<file path="config.mk">
export PLATFORM = sky130hd
export DESIGN_NAME = looping_note_event_sequencer_unit_flat
export DESIGN_NICKNAME = d
export VERILOG_FILES = /design/src/rtl/lnes_pkg.sv /design/src/rtl/lnes_if.sv /design/src/rtl/lnes_div.sv /design/src/rtl/lnes_ctrl.sv /design/src/rtl/lnes_dp.sv /design/src/rtl/looping_note_event_sequencer_unit.sv /design/src/flat_wrapper.sv
export SDC_FILE = /design/constraint.sdc
export NUM_CORES = 2
export LEC_CHECK = 0
export BUFFER_PORTS_ARGS = -buffer_cell sky130_fd_sc_hd__buf_2
export CORE_ASPECT_RATIO = 0.5
export CORE_MARGIN = 3
export CORE_UTILIZATION = 44
export DETAILED_ROUTE_END_ITERATION = 16
export PLACE_DENSITY = 0.65
export SYNTH_ARGS = -nofsm -noshare
export SYNTH_HDL_FRONTEND = slang
export SYNTH_HIERARCHICAL = 1
export SYNTH_SLANG_ARGS = --single-unit
</file>
<file path="constraint.sdc">
create_clock -name clock -period 7.6 [get_ports clock]
set_input_delay 1.52 -clock clock [delete_from_list [all_inputs] [get_ports clock]]
set_output_delay 1.52 -clock clock [all_outputs]
set_load 0.005 [all_outputs]
</file>
<file path="src/rtl/lnes_pkg.sv">
// ----------------------------------------------------------------------------
// lnes_pkg
// Shared types and constants for the looping note event sequencer.
// ----------------------------------------------------------------------------
package lnes_pkg;

   localparam int MAX_NOTES = 32;
   localparam int SLOT_W    = 5;
   localparam int CNT_W     = 6;
   localparam int TICK_W    = 21;
   localparam int FRAC_W    = 24;
   localparam int RATE_W    = 32;
   localparam int LEN_W     = 20;
   localparam int FRAMES_W  = 16;
   localparam int SPAN_W    = RATE_W + FRAMES_W;
   localparam int TOTAL_W   = SPAN_W + 1;
   localparam int WHOLE_W   = TOTAL_W - FRAC_W;
   localparam int DIV_W     = WHOLE_W + 1;
   localparam int WIN_W     = DIV_W;
   localparam int DCNT_W    = 5;
   localparam int KEY_W     = 7;
   localparam int VEL_W     = 7;
   localparam int CHAN_W    = 4;
   localparam int MODE_W    = 3;
   localparam int CSR_IDX_W = 2;
   localparam int CSR_DAT_W = 32;

   localparam logic [MODE_W-1:0] MODE_WRITE   = 3'd0;
   localparam logic [MODE_W-1:0] MODE_PLAY    = 3'd1;
   localparam logic [MODE_W-1:0] MODE_PAUSE   = 3'd2;
   localparam logic [MODE_W-1:0] MODE_STOP    = 3'd3;
   localparam logic [MODE_W-1:0] MODE_ADVANCE = 3'd4;

   localparam logic [CSR_IDX_W-1:0] REG_TICK_RATE      = 2'd0;
   localparam logic [CSR_IDX_W-1:0] REG_PATTERN_LENGTH = 2'd1;
   localparam logic [CSR_IDX_W-1:0] REG_NOTE_COUNT     = 2'd2;

   typedef enum logic [2:0] {
      ST_IDLE,
      ST_MUL,
      ST_DIV_OFS,
      ST_READ,
      ST_CMP,
      ST_EMIT,
      ST_FLUSH,
      ST_DIV_POS
   } state_type;

   typedef struct packed {
      logic [TICK_W-1:0] start_tick;
      logic [TICK_W-1:0] end_tick;
      logic [KEY_W-1:0]  key;
      logic [VEL_W-1:0]  velocity;
      logic [CHAN_W-1:0] channel;
   } note_type;

   typedef struct packed {
      logic accept;
      logic mul;
      logic div_ofs_start;
      logic prep;
      logic ofs_load;
      logic rd;
      logic cmp;
      logic push_on;
      logic push_off;
      logic next_note;
      logic flush;
      logic div_pos_start;
      logic pos_load;
   } ctrl_cmd_type;

   typedef struct packed {
      logic adv_go;
      logic div_done;
      logic out_free;
      logic pend_valid;
      logic hit_on;
      logic hit_off;
      logic last_note;
   } dp_status_type;

endpackage

</file>
<file path="src/rtl/lnes_if.sv">
// ----------------------------------------------------------------------------
// lnes_if
// Channel interfaces: item requests, event responses and register writes.
// ----------------------------------------------------------------------------
interface lnes_req_if import lnes_pkg::*; ();
   logic                valid;
   logic                ready;
   logic [MODE_W-1:0]   mode;
   logic [FRAMES_W-1:0] frames;
   logic [SLOT_W-1:0]   entry_index;
   logic [TICK_W-1:0]   start_tick;
   logic [TICK_W-1:0]   end_tick;
   logic [KEY_W-1:0]    note_key;
   logic [VEL_W-1:0]    note_velocity;
   logic [CHAN_W-1:0]   note_channel;

   modport source (output valid, mode, frames, entry_index, start_tick, end_tick,
                   note_key, note_velocity, note_channel, input ready);
   modport sink (input valid, mode, frames, entry_index, start_tick, end_tick,
                 note_key, note_velocity, note_channel, output ready);
endinterface

interface lnes_rsp_if import lnes_pkg::*; ();
   logic              valid;
   logic              ready;
   logic              is_note_off;
   logic [KEY_W-1:0]  event_key;
   logic [VEL_W-1:0]  event_velocity;
   logic [CHAN_W-1:0] event_channel;
   logic [SLOT_W-1:0] event_slot;
   logic              last_event;

   modport source (output valid, is_note_off, event_key, event_velocity,
                   event_channel, event_slot, last_event, input ready);
   modport sink (input valid, is_note_off, event_key, event_velocity,
                 event_channel, event_slot, last_event, output ready);
endinterface

interface lnes_csr_if import lnes_pkg::*; ();
   logic                 valid;
   logic                 ready;
   logic [CSR_IDX_W-1:0] index;
   logic [CSR_DAT_W-1:0] data;

   modport source (output valid, index, data, input ready);
   modport sink (input valid, index, data, output ready);
endinterface

</file>
<file path="src/rtl/lnes_div.sv">
// ----------------------------------------------------------------------------
// lnes_div
// Bit-serial restoring remainder unit, one dividend bit per cycle.
// ----------------------------------------------------------------------------
module lnes_div import lnes_pkg::*; (
   input  logic             clock,
   input  logic             reset,
   input  logic             start,
   input  logic [DIV_W-1:0] dividend,
   input  logic [LEN_W-1:0] divisor,
   output logic             done,
   output logic [LEN_W-1:0] remainder
);

   logic [DIV_W-1:0]  dvd_ff;
   logic [LEN_W-1:0]  rem_ff;
   logic [DCNT_W-1:0] cnt_ff;
   logic              busy_ff;
   logic              done_ff;
   logic [LEN_W:0]    trial;
   logic [LEN_W:0]    diff;

   assign trial = {rem_ff, dvd_ff[DIV_W-1]};
   assign diff  = trial - {1'b0, divisor};

   always_ff @(posedge clock) begin
      if (reset) begin
         busy_ff <= 1'b0;
         done_ff <= 1'b0;
         cnt_ff  <= '0;
      end else if (start) begin
         busy_ff <= 1'b1;
         done_ff <= 1'b0;
         cnt_ff  <= DCNT_W'(DIV_W - 1);
      end else if (busy_ff) begin
         cnt_ff <= cnt_ff - 1'b1;
         if (cnt_ff == '0) begin
            busy_ff <= 1'b0;
            done_ff <= 1'b1;
         end
      end else begin
         done_ff <= 1'b0;
      end
   end

   always_ff @(posedge clock) begin
      if (start) begin
         dvd_ff <= dividend;
         rem_ff <= '0;
      end else if (busy_ff) begin
         dvd_ff <= {dvd_ff[DIV_W-2:0], 1'b0};
         if (trial >= {1'b0, divisor}) begin
            rem_ff <= diff[LEN_W-1:0];
         end else begin
            rem_ff <= trial[LEN_W-1:0];
         end
      end
   end

   assign done      = done_ff;
   assign remainder = rem_ff;

endmodule

</file>
<file path="src/rtl/lnes_ctrl.sv">
// ----------------------------------------------------------------------------
// lnes_ctrl
// Sequencer state machine: transport handling, advance scan and event flow.
// ----------------------------------------------------------------------------
module lnes_ctrl import lnes_pkg::*; (
   input  logic          clock,
   input  logic          reset,
   input  logic          req_valid,
   output logic          req_ready,
   input  dp_status_type status,
   output ctrl_cmd_type  cmd
);

   state_type state_ff;
   state_type state_in;
   logic      can_push;

   assign can_push = !status.pend_valid || status.out_free;

   always_ff @(posedge clock) begin
      if (reset) begin
         state_ff <= ST_IDLE;
      end else begin
         state_ff <= state_in;
      end
   end

   always_comb begin
      state_in  = state_ff;
      cmd       = '0;
      req_ready = 1'b0;
      unique case (state_ff)
         ST_IDLE: begin
            req_ready  = 1'b1;
            cmd.accept = req_valid;
            if (req_valid && status.adv_go) begin
               state_in = ST_MUL;
            end
         end
         ST_MUL: begin
            cmd.mul           = 1'b1;
            cmd.div_ofs_start = 1'b1;
            state_in          = ST_DIV_OFS;
         end
         ST_DIV_OFS: begin
            cmd.prep = 1'b1;
            if (status.div_done) begin
               cmd.ofs_load = 1'b1;
               state_in     = ST_READ;
            end
         end
         ST_READ: begin
            cmd.rd   = 1'b1;
            state_in = ST_CMP;
         end
         ST_CMP: begin
            cmd.cmp  = 1'b1;
            state_in = ST_EMIT;
         end
         ST_EMIT: begin
            priority if (status.hit_on) begin
               cmd.push_on = can_push;
            end else if (status.hit_off) begin
               cmd.push_off = can_push;
            end else begin
               cmd.next_note = 1'b1;
               state_in      = status.last_note ? ST_FLUSH : ST_READ;
            end
         end
         ST_FLUSH: begin
            priority if (!status.pend_valid) begin
               cmd.div_pos_start = 1'b1;
               state_in          = ST_DIV_POS;
            end else if (status.out_free) begin
               cmd.flush = 1'b1;
            end
         end
         ST_DIV_POS: begin
            if (status.div_done) begin
               cmd.pos_load = 1'b1;
               state_in     = ST_IDLE;
            end
         end
         default: begin
            state_in = ST_IDLE;
         end
      endcase
   end

endmodule

</file>
<file path="src/rtl/lnes_dp.sv">
// ----------------------------------------------------------------------------
// lnes_dp
// Datapath: registers, note table, span math, window compare, event output.
// ----------------------------------------------------------------------------
module lnes_dp import lnes_pkg::*; (
   input  logic                 clock,
   input  logic                 reset,
   input  ctrl_cmd_type         cmd,
   output dp_status_type        status,
   input  logic [MODE_W-1:0]    req_mode,
   input  logic [FRAMES_W-1:0]  req_frames,
   input  logic [SLOT_W-1:0]    req_entry_index,
   input  logic [TICK_W-1:0]    req_start_tick,
   input  logic [TICK_W-1:0]    req_end_tick,
   input  logic [KEY_W-1:0]     req_note_key,
   input  logic [VEL_W-1:0]     req_note_velocity,
   input  logic [CHAN_W-1:0]    req_note_channel,
   input  logic                 csr_valid,
   input  logic [CSR_IDX_W-1:0] csr_index,
   input  logic [CSR_DAT_W-1:0] csr_data,
   lnes_rsp_if.source           rsp_ch
);

   localparam logic [TOTAL_W-1:0] ROUND_UP = TOTAL_W'((64'd1 << FRAC_W) - 64'd1);

   logic [RATE_W-1:0]   rate_ff;
   logic [LEN_W-1:0]    len_ff;
   logic [CNT_W-1:0]    ncnt_ff;
   logic                playing_ff;
   logic [LEN_W-1:0]    pos_ff;
   logic [FRAC_W-1:0]   frac_ff;
   logic [FRAMES_W-1:0] frames_ff;
   logic [SPAN_W-1:0]   span_ff;
   logic [WIN_W-1:0]    win_hi_ff;
   logic [TOTAL_W-1:0]  total_ff;
   logic [LEN_W-1:0]    offset_ff;
   logic [SLOT_W-1:0]   index_ff;
   note_type            mem [MAX_NOTES];
   note_type            mem_q;
   logic                hit_on_ff;
   logic                hit_off_ff;
   logic                pend_valid_ff;
   logic                pend_off_ff;
   logic [SLOT_W-1:0]   pend_slot_ff;
   logic [KEY_W-1:0]    pend_key_ff;
   logic [VEL_W-1:0]    pend_vel_ff;
   logic [CHAN_W-1:0]   pend_chan_ff;
   logic                out_valid_ff;
   logic                out_off_ff;
   logic [SLOT_W-1:0]   out_slot_ff;
   logic [KEY_W-1:0]    out_key_ff;
   logic [VEL_W-1:0]    out_vel_ff;
   logic [CHAN_W-1:0]   out_chan_ff;
   logic                out_last_ff;

   logic [CNT_W-1:0]    count;
   logic [SLOT_W-1:0]   last_slot;
   logic [TOTAL_W-1:0]  ceil_sum;
   logic [WIN_W-1:0]    win_lo;
   logic [WIN_W-1:0]    s_abs;
   logic [WIN_W-1:0]    e_abs;
   logic                push;
   logic                out_load;
   logic                div_start;
   logic [DIV_W-1:0]    div_dividend;
   logic                div_done;
   logic [LEN_W-1:0]    div_rem;

   assign count     = (ncnt_ff > CNT_W'(MAX_NOTES)) ? CNT_W'(MAX_NOTES) : ncnt_ff;
   assign last_slot = SLOT_W'(count - 1'b1);
   assign ceil_sum  = TOTAL_W'(span_ff) + ROUND_UP;
   assign win_lo    = WIN_W'(pos_ff);
   assign s_abs     = WIN_W'(mem_q.start_tick) + WIN_W'(offset_ff);
   assign e_abs     = WIN_W'(mem_q.end_tick) + WIN_W'(offset_ff);
   assign push      = cmd.push_on || cmd.push_off;
   assign out_load  = (push && pend_valid_ff) || cmd.flush;

   assign div_start    = cmd.div_ofs_start || cmd.div_pos_start;
   assign div_dividend = cmd.div_pos_start
                       ? DIV_W'(pos_ff) + DIV_W'(total_ff[TOTAL_W-1:FRAC_W])
                       : DIV_W'(pos_ff);

   lnes_div u_div (
      .clock     (clock),
      .reset     (reset),
      .start     (div_start),
      .dividend  (div_dividend),
      .divisor   (len_ff),
      .done      (div_done),
      .remainder (div_rem)
   );

   // configuration
   always_ff @(posedge clock) begin
      if (reset) begin
         rate_ff <= '0;
         len_ff  <= '0;
         ncnt_ff <= '0;
      end else if (csr_valid) begin
         if (csr_index == REG_TICK_RATE) begin
            rate_ff <= csr_data[RATE_W-1:0];
         end
         if (csr_index == REG_PATTERN_LENGTH) begin
            len_ff <= csr_data[LEN_W-1:0];
         end
         if (csr_index == REG_NOTE_COUNT) begin
            ncnt_ff <= csr_data[CNT_W-1:0];
         end
      end
   end

   // transport and play position
   always_ff @(posedge clock) begin
      if (reset) begin
         playing_ff <= 1'b0;
         pos_ff     <= '0;
         frac_ff    <= '0;
      end else if (cmd.accept && (req_mode == MODE_PLAY)) begin
         playing_ff <= 1'b1;
      end else if (cmd.accept && (req_mode == MODE_PAUSE)) begin
         playing_ff <= 1'b0;
      end else if (cmd.accept && (req_mode == MODE_STOP)) begin
         playing_ff <= 1'b0;
         pos_ff     <= '0;
         frac_ff    <= '0;
      end else if (cmd.pos_load) begin
         pos_ff  <= div_rem;
         frac_ff <= total_ff[FRAC_W-1:0];
      end
   end

   // note table
   always_ff @(posedge clock) begin
      if (cmd.accept && (req_mode == MODE_WRITE)) begin
         mem[req_entry_index] <= '{start_tick: req_start_tick, end_tick: req_end_tick,
                                   key: req_note_key, velocity: req_note_velocity,
                                   channel: req_note_channel};
      end
      if (cmd.rd) begin
         mem_q <= mem[index_ff];
      end
   end

   // span, window and scan
   always_ff @(posedge clock) begin
      if (cmd.accept) begin
         frames_ff <= req_frames;
      end
      if (cmd.mul) begin
         span_ff <= SPAN_W'(rate_ff) * SPAN_W'(frames_ff);
      end
      if (cmd.prep) begin
         win_hi_ff <= win_lo + WIN_W'(ceil_sum[TOTAL_W-1:FRAC_W]);
         total_ff  <= TOTAL_W'(frac_ff) + TOTAL_W'(span_ff);
      end
      if (cmd.ofs_load) begin
         offset_ff <= pos_ff - div_rem;
      end
   end

   always_ff @(posedge clock) begin
      if (reset) begin
         index_ff   <= '0;
         hit_on_ff  <= 1'b0;
         hit_off_ff <= 1'b0;
      end else begin
         if (cmd.ofs_load) begin
            index_ff <= '0;
         end else if (cmd.next_note) begin
            index_ff <= index_ff + 1'b1;
         end
         if (cmd.cmp) begin
            hit_on_ff  <= (s_abs >= win_lo) && (s_abs < win_hi_ff);
            hit_off_ff <= (e_abs >= win_lo) && (e_abs < win_hi_ff);
         end else begin
            if (cmd.push_on) begin
               hit_on_ff <= 1'b0;
            end
            if (cmd.push_off) begin
               hit_off_ff <= 1'b0;
            end
         end
      end
   end

   // one-event lookahead so the final event can carry last_event
   always_ff @(posedge clock) begin
      if (reset) begin
         pend_valid_ff <= 1'b0;
      end else if (push) begin
         pend_valid_ff <= 1'b1;
      end else if (cmd.flush) begin
         pend_valid_ff <= 1'b0;
      end
   end

   always_ff @(posedge clock) begin
      if (push) begin
         pend_off_ff  <= cmd.push_off;
         pend_slot_ff <= index_ff;
         pend_key_ff  <= mem_q.key;
         pend_vel_ff  <= mem_q.velocity;
         pend_chan_ff <= mem_q.channel;
      end
   end

   always_ff @(posedge clock) begin
      if (reset) begin
         out_valid_ff <= 1'b0;
      end else if (out_load) begin
         out_valid_ff <= 1'b1;
      end else if (rsp_ch.ready) begin
         out_valid_ff <= 1'b0;
      end
   end

   always_ff @(posedge clock) begin
      if (out_load) begin
         out_off_ff  <= pend_off_ff;
         out_slot_ff <= pend_slot_ff;
         out_key_ff  <= pend_key_ff;
         out_vel_ff  <= pend_vel_ff;
         out_chan_ff <= pend_chan_ff;
         out_last_ff <= cmd.flush;
      end
   end

   assign rsp_ch.valid          = out_valid_ff;
   assign rsp_ch.is_note_off    = out_off_ff;
   assign rsp_ch.event_key      = out_key_ff;
   assign rsp_ch.event_velocity = out_vel_ff;
   assign rsp_ch.event_channel  = out_chan_ff;
   assign rsp_ch.event_slot     = out_slot_ff;
   assign rsp_ch.last_event     = out_last_ff;

   assign status.adv_go     = (req_mode == MODE_ADVANCE) && playing_ff
                            && (req_frames != '0) && (count != '0) && (len_ff != '0);
   assign status.div_done   = div_done;
   assign status.out_free   = !out_valid_ff || rsp_ch.ready;
   assign status.pend_valid = pend_valid_ff;
   assign status.hit_on     = hit_on_ff;
   assign status.hit_off    = hit_off_ff;
   assign status.last_note  = (index_ff == last_slot);

endmodule

</file>
<file path="src/rtl/looping_note_event_sequencer_unit.sv">
// ----------------------------------------------------------------------------
// looping_note_event_sequencer_unit
// Looping note pattern player that turns audio buffer advances into events.
// ----------------------------------------------------------------------------
// Write, play, pause and stop transactions are taken in the idle state. An
// advance that plays runs longer, and longer still while the response side
// stalls: the bit-serial remainder unit runs twice (loop offset, then the
// wrapped position), and the note table is scanned one slot per
// read-compare-decide step through its single read port. The last event of
// an advance is marked with last_event. Register writes are taken in any
// cycle and must be made while the block is idle.
// ----------------------------------------------------------------------------
module looping_note_event_sequencer_unit import lnes_pkg::*; (
   input logic        clock,
   input logic        reset,
   lnes_req_if.sink   req_ch,
   lnes_rsp_if.source rsp_ch,
   lnes_csr_if.sink   csr_ch
);

   ctrl_cmd_type  cmd;
   dp_status_type status;
   logic          req_ready;

   assign req_ch.ready = req_ready;
   assign csr_ch.ready = 1'b1;

   lnes_ctrl u_ctrl (
      .clock     (clock),
      .reset     (reset),
      .req_valid (req_ch.valid),
      .req_ready (req_ready),
      .status    (status),
      .cmd       (cmd)
   );

   lnes_dp u_dp (
      .clock             (clock),
      .reset             (reset),
      .cmd               (cmd),
      .status            (status),
      .req_mode          (req_ch.mode),
      .req_frames        (req_ch.frames),
      .req_entry_index   (req_ch.entry_index),
      .req_start_tick    (req_ch.start_tick),
      .req_end_tick      (req_ch.end_tick),
      .req_note_key      (req_ch.note_key),
      .req_note_velocity (req_ch.note_velocity),
      .req_note_channel  (req_ch.note_channel),
      .csr_valid         (csr_ch.valid),
      .csr_index         (csr_ch.index),
      .csr_data          (csr_ch.data),
      .rsp_ch            (rsp_ch)
   );

endmodule

</file>
<file path="src/flat_wrapper.sv">
// flat-port wrapper written by rule: the top's interface ports become plain ports
module looping_note_event_sequencer_unit_flat import lnes_pkg::*;
  (clock, reset, req_ch_valid, req_ch_mode, req_ch_frames, req_ch_entry_index, req_ch_start_tick, req_ch_end_tick, req_ch_note_key, req_ch_note_velocity, req_ch_note_channel, req_ch_ready, rsp_ch_valid, rsp_ch_is_note_off, rsp_ch_event_key, rsp_ch_event_velocity, rsp_ch_event_channel, rsp_ch_event_slot, rsp_ch_last_event, rsp_ch_ready, csr_ch_valid, csr_ch_index, csr_ch_data, csr_ch_ready);
  lnes_req_if req_ch_i ();
  lnes_rsp_if rsp_ch_i ();
  lnes_csr_if csr_ch_i ();
  input logic clock;
  input logic reset;
  input wire logic [$bits(req_ch_i.valid)-1:0] req_ch_valid;
  input wire logic [$bits(req_ch_i.mode)-1:0] req_ch_mode;
  input wire logic [$bits(req_ch_i.frames)-1:0] req_ch_frames;
  input wire logic [$bits(req_ch_i.entry_index)-1:0] req_ch_entry_index;
  input wire logic [$bits(req_ch_i.start_tick)-1:0] req_ch_start_tick;
  input wire logic [$bits(req_ch_i.end_tick)-1:0] req_ch_end_tick;
  input wire logic [$bits(req_ch_i.note_key)-1:0] req_ch_note_key;
  input wire logic [$bits(req_ch_i.note_velocity)-1:0] req_ch_note_velocity;
  input wire logic [$bits(req_ch_i.note_channel)-1:0] req_ch_note_channel;
  output wire logic [$bits(req_ch_i.ready)-1:0] req_ch_ready;
  output wire logic [$bits(rsp_ch_i.valid)-1:0] rsp_ch_valid;
  output wire logic [$bits(rsp_ch_i.is_note_off)-1:0] rsp_ch_is_note_off;
  output wire logic [$bits(rsp_ch_i.event_key)-1:0] rsp_ch_event_key;
  output wire logic [$bits(rsp_ch_i.event_velocity)-1:0] rsp_ch_event_velocity;
  output wire logic [$bits(rsp_ch_i.event_channel)-1:0] rsp_ch_event_channel;
  output wire logic [$bits(rsp_ch_i.event_slot)-1:0] rsp_ch_event_slot;
  output wire logic [$bits(rsp_ch_i.last_event)-1:0] rsp_ch_last_event;
  input wire logic [$bits(rsp_ch_i.ready)-1:0] rsp_ch_ready;
  input wire logic [$bits(csr_ch_i.valid)-1:0] csr_ch_valid;
  input wire logic [$bits(csr_ch_i.index)-1:0] csr_ch_index;
  input wire logic [$bits(csr_ch_i.data)-1:0] csr_ch_data;
  output wire logic [$bits(csr_ch_i.ready)-1:0] csr_ch_ready;
  assign req_ch_i.valid = req_ch_valid;
  assign req_ch_i.mode = req_ch_mode;
  assign req_ch_i.frames = req_ch_frames;
  assign req_ch_i.entry_index = req_ch_entry_index;
  assign req_ch_i.start_tick = req_ch_start_tick;
  assign req_ch_i.end_tick = req_ch_end_tick;
  assign req_ch_i.note_key = req_ch_note_key;
  assign req_ch_i.note_velocity = req_ch_note_velocity;
  assign req_ch_i.note_channel = req_ch_note_channel;
  assign req_ch_ready = req_ch_i.ready;
  assign rsp_ch_valid = rsp_ch_i.valid;
  assign rsp_ch_is_note_off = rsp_ch_i.is_note_off;
  assign rsp_ch_event_key = rsp_ch_i.event_key;
  assign rsp_ch_event_velocity = rsp_ch_i.event_velocity;
  assign rsp_ch_event_channel = rsp_ch_i.event_channel;
  assign rsp_ch_event_slot = rsp_ch_i.event_slot;
  assign rsp_ch_last_event = rsp_ch_i.last_event;
  assign rsp_ch_i.ready = rsp_ch_ready;
  assign csr_ch_i.valid = csr_ch_valid;
  assign csr_ch_i.index = csr_ch_index;
  assign csr_ch_i.data = csr_ch_data;
  assign csr_ch_ready = csr_ch_i.ready;
  looping_note_event_sequencer_unit u_core (.clock(clock), .reset(reset), .req_ch(req_ch_i), .rsp_ch(rsp_ch_i), .csr_ch(csr_ch_i));
endmodule
</file>
Word level (Yosys, flattened, before mapping). Memory sizes are Yosys's and may differ from the RTL's. A register that Yosys moved wholly into a read port is not among the register bits. Index checks and enable logic that the tools add are counted.

$add $sub $neg: 11. Multiply operators: 1. $lt $le $gt $ge: 6. Eq/ne operators: 20. Mux-type cells: 52. Bitwise gates (word level): 3. Reductions and logical operators: 41.

Operators with widths (number): 26-bit two-way mux (3); 20-bit two-way mux (3); 20-bit by 25-bit adder with 26-bit output (2); 22-bit by 26-bit less-than comparator with 1-bit output (2); 24-bit by 48-bit adder with 49-bit output (1); 48-bit by 24-bit adder with 49-bit output (second input constant) (1); 32-bit by 16-bit multiplier with 48-bit output (1); 24-bit two-way mux (2); 21-bit by 20-bit adder with 22-bit output (2); 22-bit by 20-bit >= comparator with 1-bit output (2); 20-bit subtractor (2); 1-bit two-way mux (28); 3-bit two-way mux (8); 3-bit case mux with 8 select lines (1); 21-bit by 20-bit >= comparator with 1-bit output (1); 20-bit nonzero test (1); 16-bit nonzero test (1); 3-bit equality test (second input constant) (5); 3-bit by 2-bit equality test with 1-bit output (second input constant) (4); 1-bit logical AND (12); 2-bit != test (second input constant) (6); 2-bit nonzero test (6); 5-bit two-way mux (2); 5-bit by 1-bit subtractor with 5-bit output (second input constant) (2); 21 further kinds (36).

Bits in registers: 376. RAM bits: 1920. Input bits: 123. Output and inout bits: 28. Logic and storage cells: 169. Memories: 1.

Memories: u_core.u_dp.mem (depth 32, width 60, read ports 1, clocked after Yosys merged registers in 1, write ports 1, RTL line lnes_dp.sv:38) `note_type mem [MAX_NOTES];`.

Logic depth before layout (Yosys ltp).
Depth after elaboration: 10. Mapped depth: 25.

By module. The synthesis kept the hierarchy.

By module, submodules not included: lnes_dp (times used 1, cells an instance 6632, area an instance 109666.4 um^2); lnes_div (times used 1, cells an instance 356, area an instance 3417.0 um^2); lnes_ctrl (times used 1, cells an instance 47, area an instance 340.3 um^2); looping_note_event_sequencer_unit (times used 1, cells an instance 2, area an instance 11.3 um^2).

Least setup slack after synthesis. No wires, ideal clock.

Kind: flip-flop to flip-flop. Start: reg u_core.u_dp.rate_ff[29]. End: reg u_core.u_dp.span_ff[46], data pin. Arrival: 6119 ps. Path slack: 1223 ps. Stages on the path, launching flop included: 26. Buffers on the path: 3. Cells stage by stage: dfxtp_1 -> clkbuf_1 -> clkbuf_1 -> nand2_1 -> fa_1 -> inv_1 -> fa_1 -> inv_1 -> fa_1 -> inv_1 -> fa_1 -> fa_1 -> inv_1 -> fa_1 -> inv_1 -> ha_1 -> clkbuf_1 -> a21o_1 -> a21oi_1 -> nand2b_1 -> nor4b_1 -> nor4b_1 -> a211o_1 -> or3b_1 -> a31oi_1 -> xnor2_1.

Word-level cells in the longest chain between the ends: 1.

Ends and longest elaborated chain: from (decl) (RTL line lnes_dp.sv:26) `logic [RATE_W-1:0] rate_ff;`; from (signal assigned) (RTL line lnes_dp.sv:101) `rate_ff <= csr_data[RATE_W-1:0];`; 32-bit by 16-bit multiplier with 48-bit output (RTL line lnes_dp.sv:150) `span_ff <= SPAN_W'(rate_ff) * SPAN_W'(frames_ff);`; to (signal assigned) (RTL line lnes_dp.sv:150); to (decl) (RTL line lnes_dp.sv:33) `logic [SPAN_W-1:0] span_ff;`.

Every way passes these cells. A chain may end at the register's enable or synchronous reset.

Worst setup path in the final report.
Start: reg u_core.u_dp.frames_ff[11]. End: reg u_core.u_dp.span_ff[44], data pin.

Word-level cells in the longest chain between the ends: 1.

Ends and longest elaborated chain: from (decl) (RTL line lnes_dp.sv:32) `logic [FRAMES_W-1:0] frames_ff;`; from (signal assigned) (RTL line lnes_dp.sv:147) `frames_ff <= req_frames;`; 32-bit by 16-bit multiplier with 48-bit output (RTL line lnes_dp.sv:150).

Every way passes these cells.

==> flow_summary.yaml <==
placement:
  globalplace.congestion: 0.8791
  dp_hpwl_mm: 170.9
  port_buffers: 149
grt:
  antenna_found_initial: 31
  grt_pass1_vias: 62215
  grt_use_total: 0.2142
  gr-total-overflow: 0
  grt_max_degree: 140
  grt_pass1_wl_mm: 421.0
worst_setup_path:
  worst_setup_path_end_kind: "flip-flop"
  path_class: "reg -> reg"
  cp_data_required_time_ns: 8.16
  crit_fanout: 20
  worstPathArrival_ns: 7.82
  start_kind: "flip-flop"
synth:
  netlist_area_mm2: 0.1134
  ys_ff_latch: 2356
  yosysWarningCount: 6
  yosys.area.top_type_share: 0.5861
  synth_flop_cell: "edfxtp_1"
  synth.distinct_cells: 94
  postSynthCellCount: 7037
  async_reset_ff_frac: 0
  syn_area_per_cell_um2: 16.12
  yosysSeqAreaShare: 0.6112
  synth_edf_count: 2214
  synthTopCellsByArea: "edfxtp_1 (59%), mux4_2 (12%), fa_1 (7.5%), ha_1 (3.8%), dfxtp_1 (2.5%)"
  synth_common_cells: "edfxtp_1 (2214), mux4_2 (600), nand2_1 (600), inv_1 (575), fa_1 (425)"
  synth_most_common_cell: "edfxtp_1"
  synthesis.nets: 7934
  synth_largest_area_cell: "edfxtp_1"
hold_path:
  hold_class: "reg -> reg"
timing:
  setup_viol: 0
  rsz0062_at_grt: "no"
  fin_worst_skew_ns: 0.09301
  clock.fmax_mhz: 137.6
  drv_slew: 0
  final_hold_viol_count: 0
  setup-tns-final_ns: 0
  min_period_over_period: 0.9560
  hold_ws_ns: 0.4143
  slew_headroom: 0.2213
  fin_crit_ns: 7.265
  tightest_slew_ns: 1.139
clock_tree:
  cts_tree: "yes"
  clk_pin_slew_ns: 0.07
  cts.sinks: 2356
  clockBufferDepth: 4
  cts_made_buffers: 210
  cts_resized: 0
  insertion_delay_ns: 0.88
  cts_root_buffer: "clkbuf_16"
  htree_num_levels: 4
cells_and_area:
  drive_above_1_share: 0.1854
  multi_input_area_mm2: 0.04105
  seqCellArea_mm2: 0.06935
  fin_util: 0.4928
  n_fill_cell: 21100
  syn_to_final_growth_pct: 11.09
  layout.nets: 8154
route:
  drt_pass1_iterations: 5
  first_iter_violations: 5527
  routedWlPerCell_um: 26.16
  drcViolationCount: 0
  vias: 62185
  ant_nets: 0
  drt-total-wl_mm: 283.0
  vias_per_cell: 5.748
power:
  vdd_drop_max_v: 0.0001895
  leakagePower_nw: 43.13
  power_density_mw_per_mm2: 223.8
floorplanning:
  dieArea_mm2: 0.2643
  die_h_um: 365.0
  ios: 151
  die_w_um: 724.1
  initial_core_util: 0.4436
  rows: 131
  core_mm2: 0.2557
run_status:
  outcome: "complete, no violations"
flow_run:
  maxCapViolations: 0
[cell type report]
cell class | instances | share of cell area
diodes | 7 | 0.0001390
clock buffers | 254 | 0.04375
clock inverters | 122 | 0.009552
inverters | 577 | 0.01719
multi-input cells | 3799 | 0.3257
flip-flops and latches | 2356 | 0.5503
well taps | 3391 | 0.03367
repair buffers | 313 | 0.01968
[cell usage in the layout (no fill, tap or decap), drive strengths merged, types with 11 or more instances in the layout]
cell	n
dfxtp	142
nor2	217
nor4	24
nand4	37
a31oi	15
xnor2	167
mux2i	29
o21bai	24
nand2	601
inv	589
fa	425
nor2b	31
a211oi	31
ha	349
nand2b	31
nor3	53
clkbuf	254
buf	313
xor2	63
mux2	89
a22oi	22
edfxtp	2214
and2	239
mux4	600
clkinv	83
and3	24
a21oi	263
o211ai	11
nand3	53
a21o	100
o21ai	111
o21a	36
bufinv	22
[worst max-delay path: stages (launching register included)]
cell and delay (ns):
edfxtp_1 0.86, nand2_1 0.17, fa_1 0.54, inv_1 0.06, fa_1 0.57, fa_1 0.46
fa_1 0.52, fa_1 0.53, inv_1 0.06, fa_1 0.47, inv_1 0.04, ha_1 0.38
nand4_1 0.26, nor3_1 0.30, nor3b_1 0.44, nor4b_1 0.14, nor4b_1 0.28, buf_4 0.18
nor2b_1 0.06, o41ai_1 0.39, a21oi_1 0.14, xnor2_1 0.13
[power by group]
part	switching, mW	internal, mW	total (mW)
clock network	4.72	5.92	10.6
logic	1.79	1.13	2.91
registers	0.230	14.4	14.7
total	6.74	21.5	28.2
[timing repair]
| action | CTS | global route |
|---|---|---|
| hold endpoints to repair | 0 | 0 |
| endpoints found under the setup margin | 0 | 3 |
| buffers inserted | 0 | 5 |
| hold buffers | 0 | 0 |
[sequential cells by signal, summed over array words and instances, names as in the netlist, 20 cells and up]
signal,count
u_core/u_dp/frac_ff,24
u_core/u_dp/total_ff,49
u_core/u_dp/mem_q,60
u_core/u_dp/offset_ff,20
u_core/u_dp/rate_ff,32
u_core/u_dp/u_div/remainder,20
u_core/u_dp/u_div/dvd_ff,26
u_core/u_dp/pos_ff,20
u_core/u_dp/mem,1920
u_core/u_dp/len_ff,20
u_core/u_dp/win_hi_ff,26
u_core/u_dp/span_ff,48
[kinds of logic after synthesis]
family,after synthesis,share of synthesized area
AO/OA/AOI/OAI,709,0.04022
multiplexers,718,0.1305
flip-flops,2356,0.6112
adder cells (fa/ha/maj),774,0.1135
buffers and inverters,882,0.02953
AND/OR/NAND/NOR,1366,0.05726
other,2,0.00006621
XOR/XNOR,230,0.01776
[per-stage QoR]
step / setup slack [ns] / area (um^2) / cells / power [mW]
finish: 0.3347 / 126000 / 10819 / 28.20
global route: 0.02137 / 126000 / 10813 / 29.27
CTS: 0.2873 / 126000 / 10807 / 28.41
detailed placement: 0.3532 / 119200 / 10431 / 17.78
global placement: 0.3856 / 119200 / 10431 / 17.78
floorplan: 1.223 / 113400 / 7037 / 16.85
[final timing paths]
kind                                   from                     endpoint  slack, ns  depth (start not counted)
setup / recovery  u_core/u_dp/frames_ff[11]      u_core/u_dp/span_ff[44]       0.33                         21
hold / removal         u_core/u_dp/mem_q[2]  u_core/u_dp/pend_chan_ff[2]       0.41                          0
setup reg to reg  u_core/u_dp/frames_ff[11]      u_core/u_dp/span_ff[44]       0.33                         21
hold reg to reg        u_core/u_dp/mem_q[2]  u_core/u_dp/pend_chan_ff[2]       0.41                          0
[layer usage]
metal,routed length [um],part of all wire,track usage,vias up
met5,46,0.00016,0,-
met4,6673,0.024,0.04818,8
met3,20720,0.073,0.03368,415
met2,135500,0.48,0.3490,2201
met1,120100,0.42,0.3063,32762
li1,-,-,-,26799
Note: power is estimated with default switching activity, not from simulation.
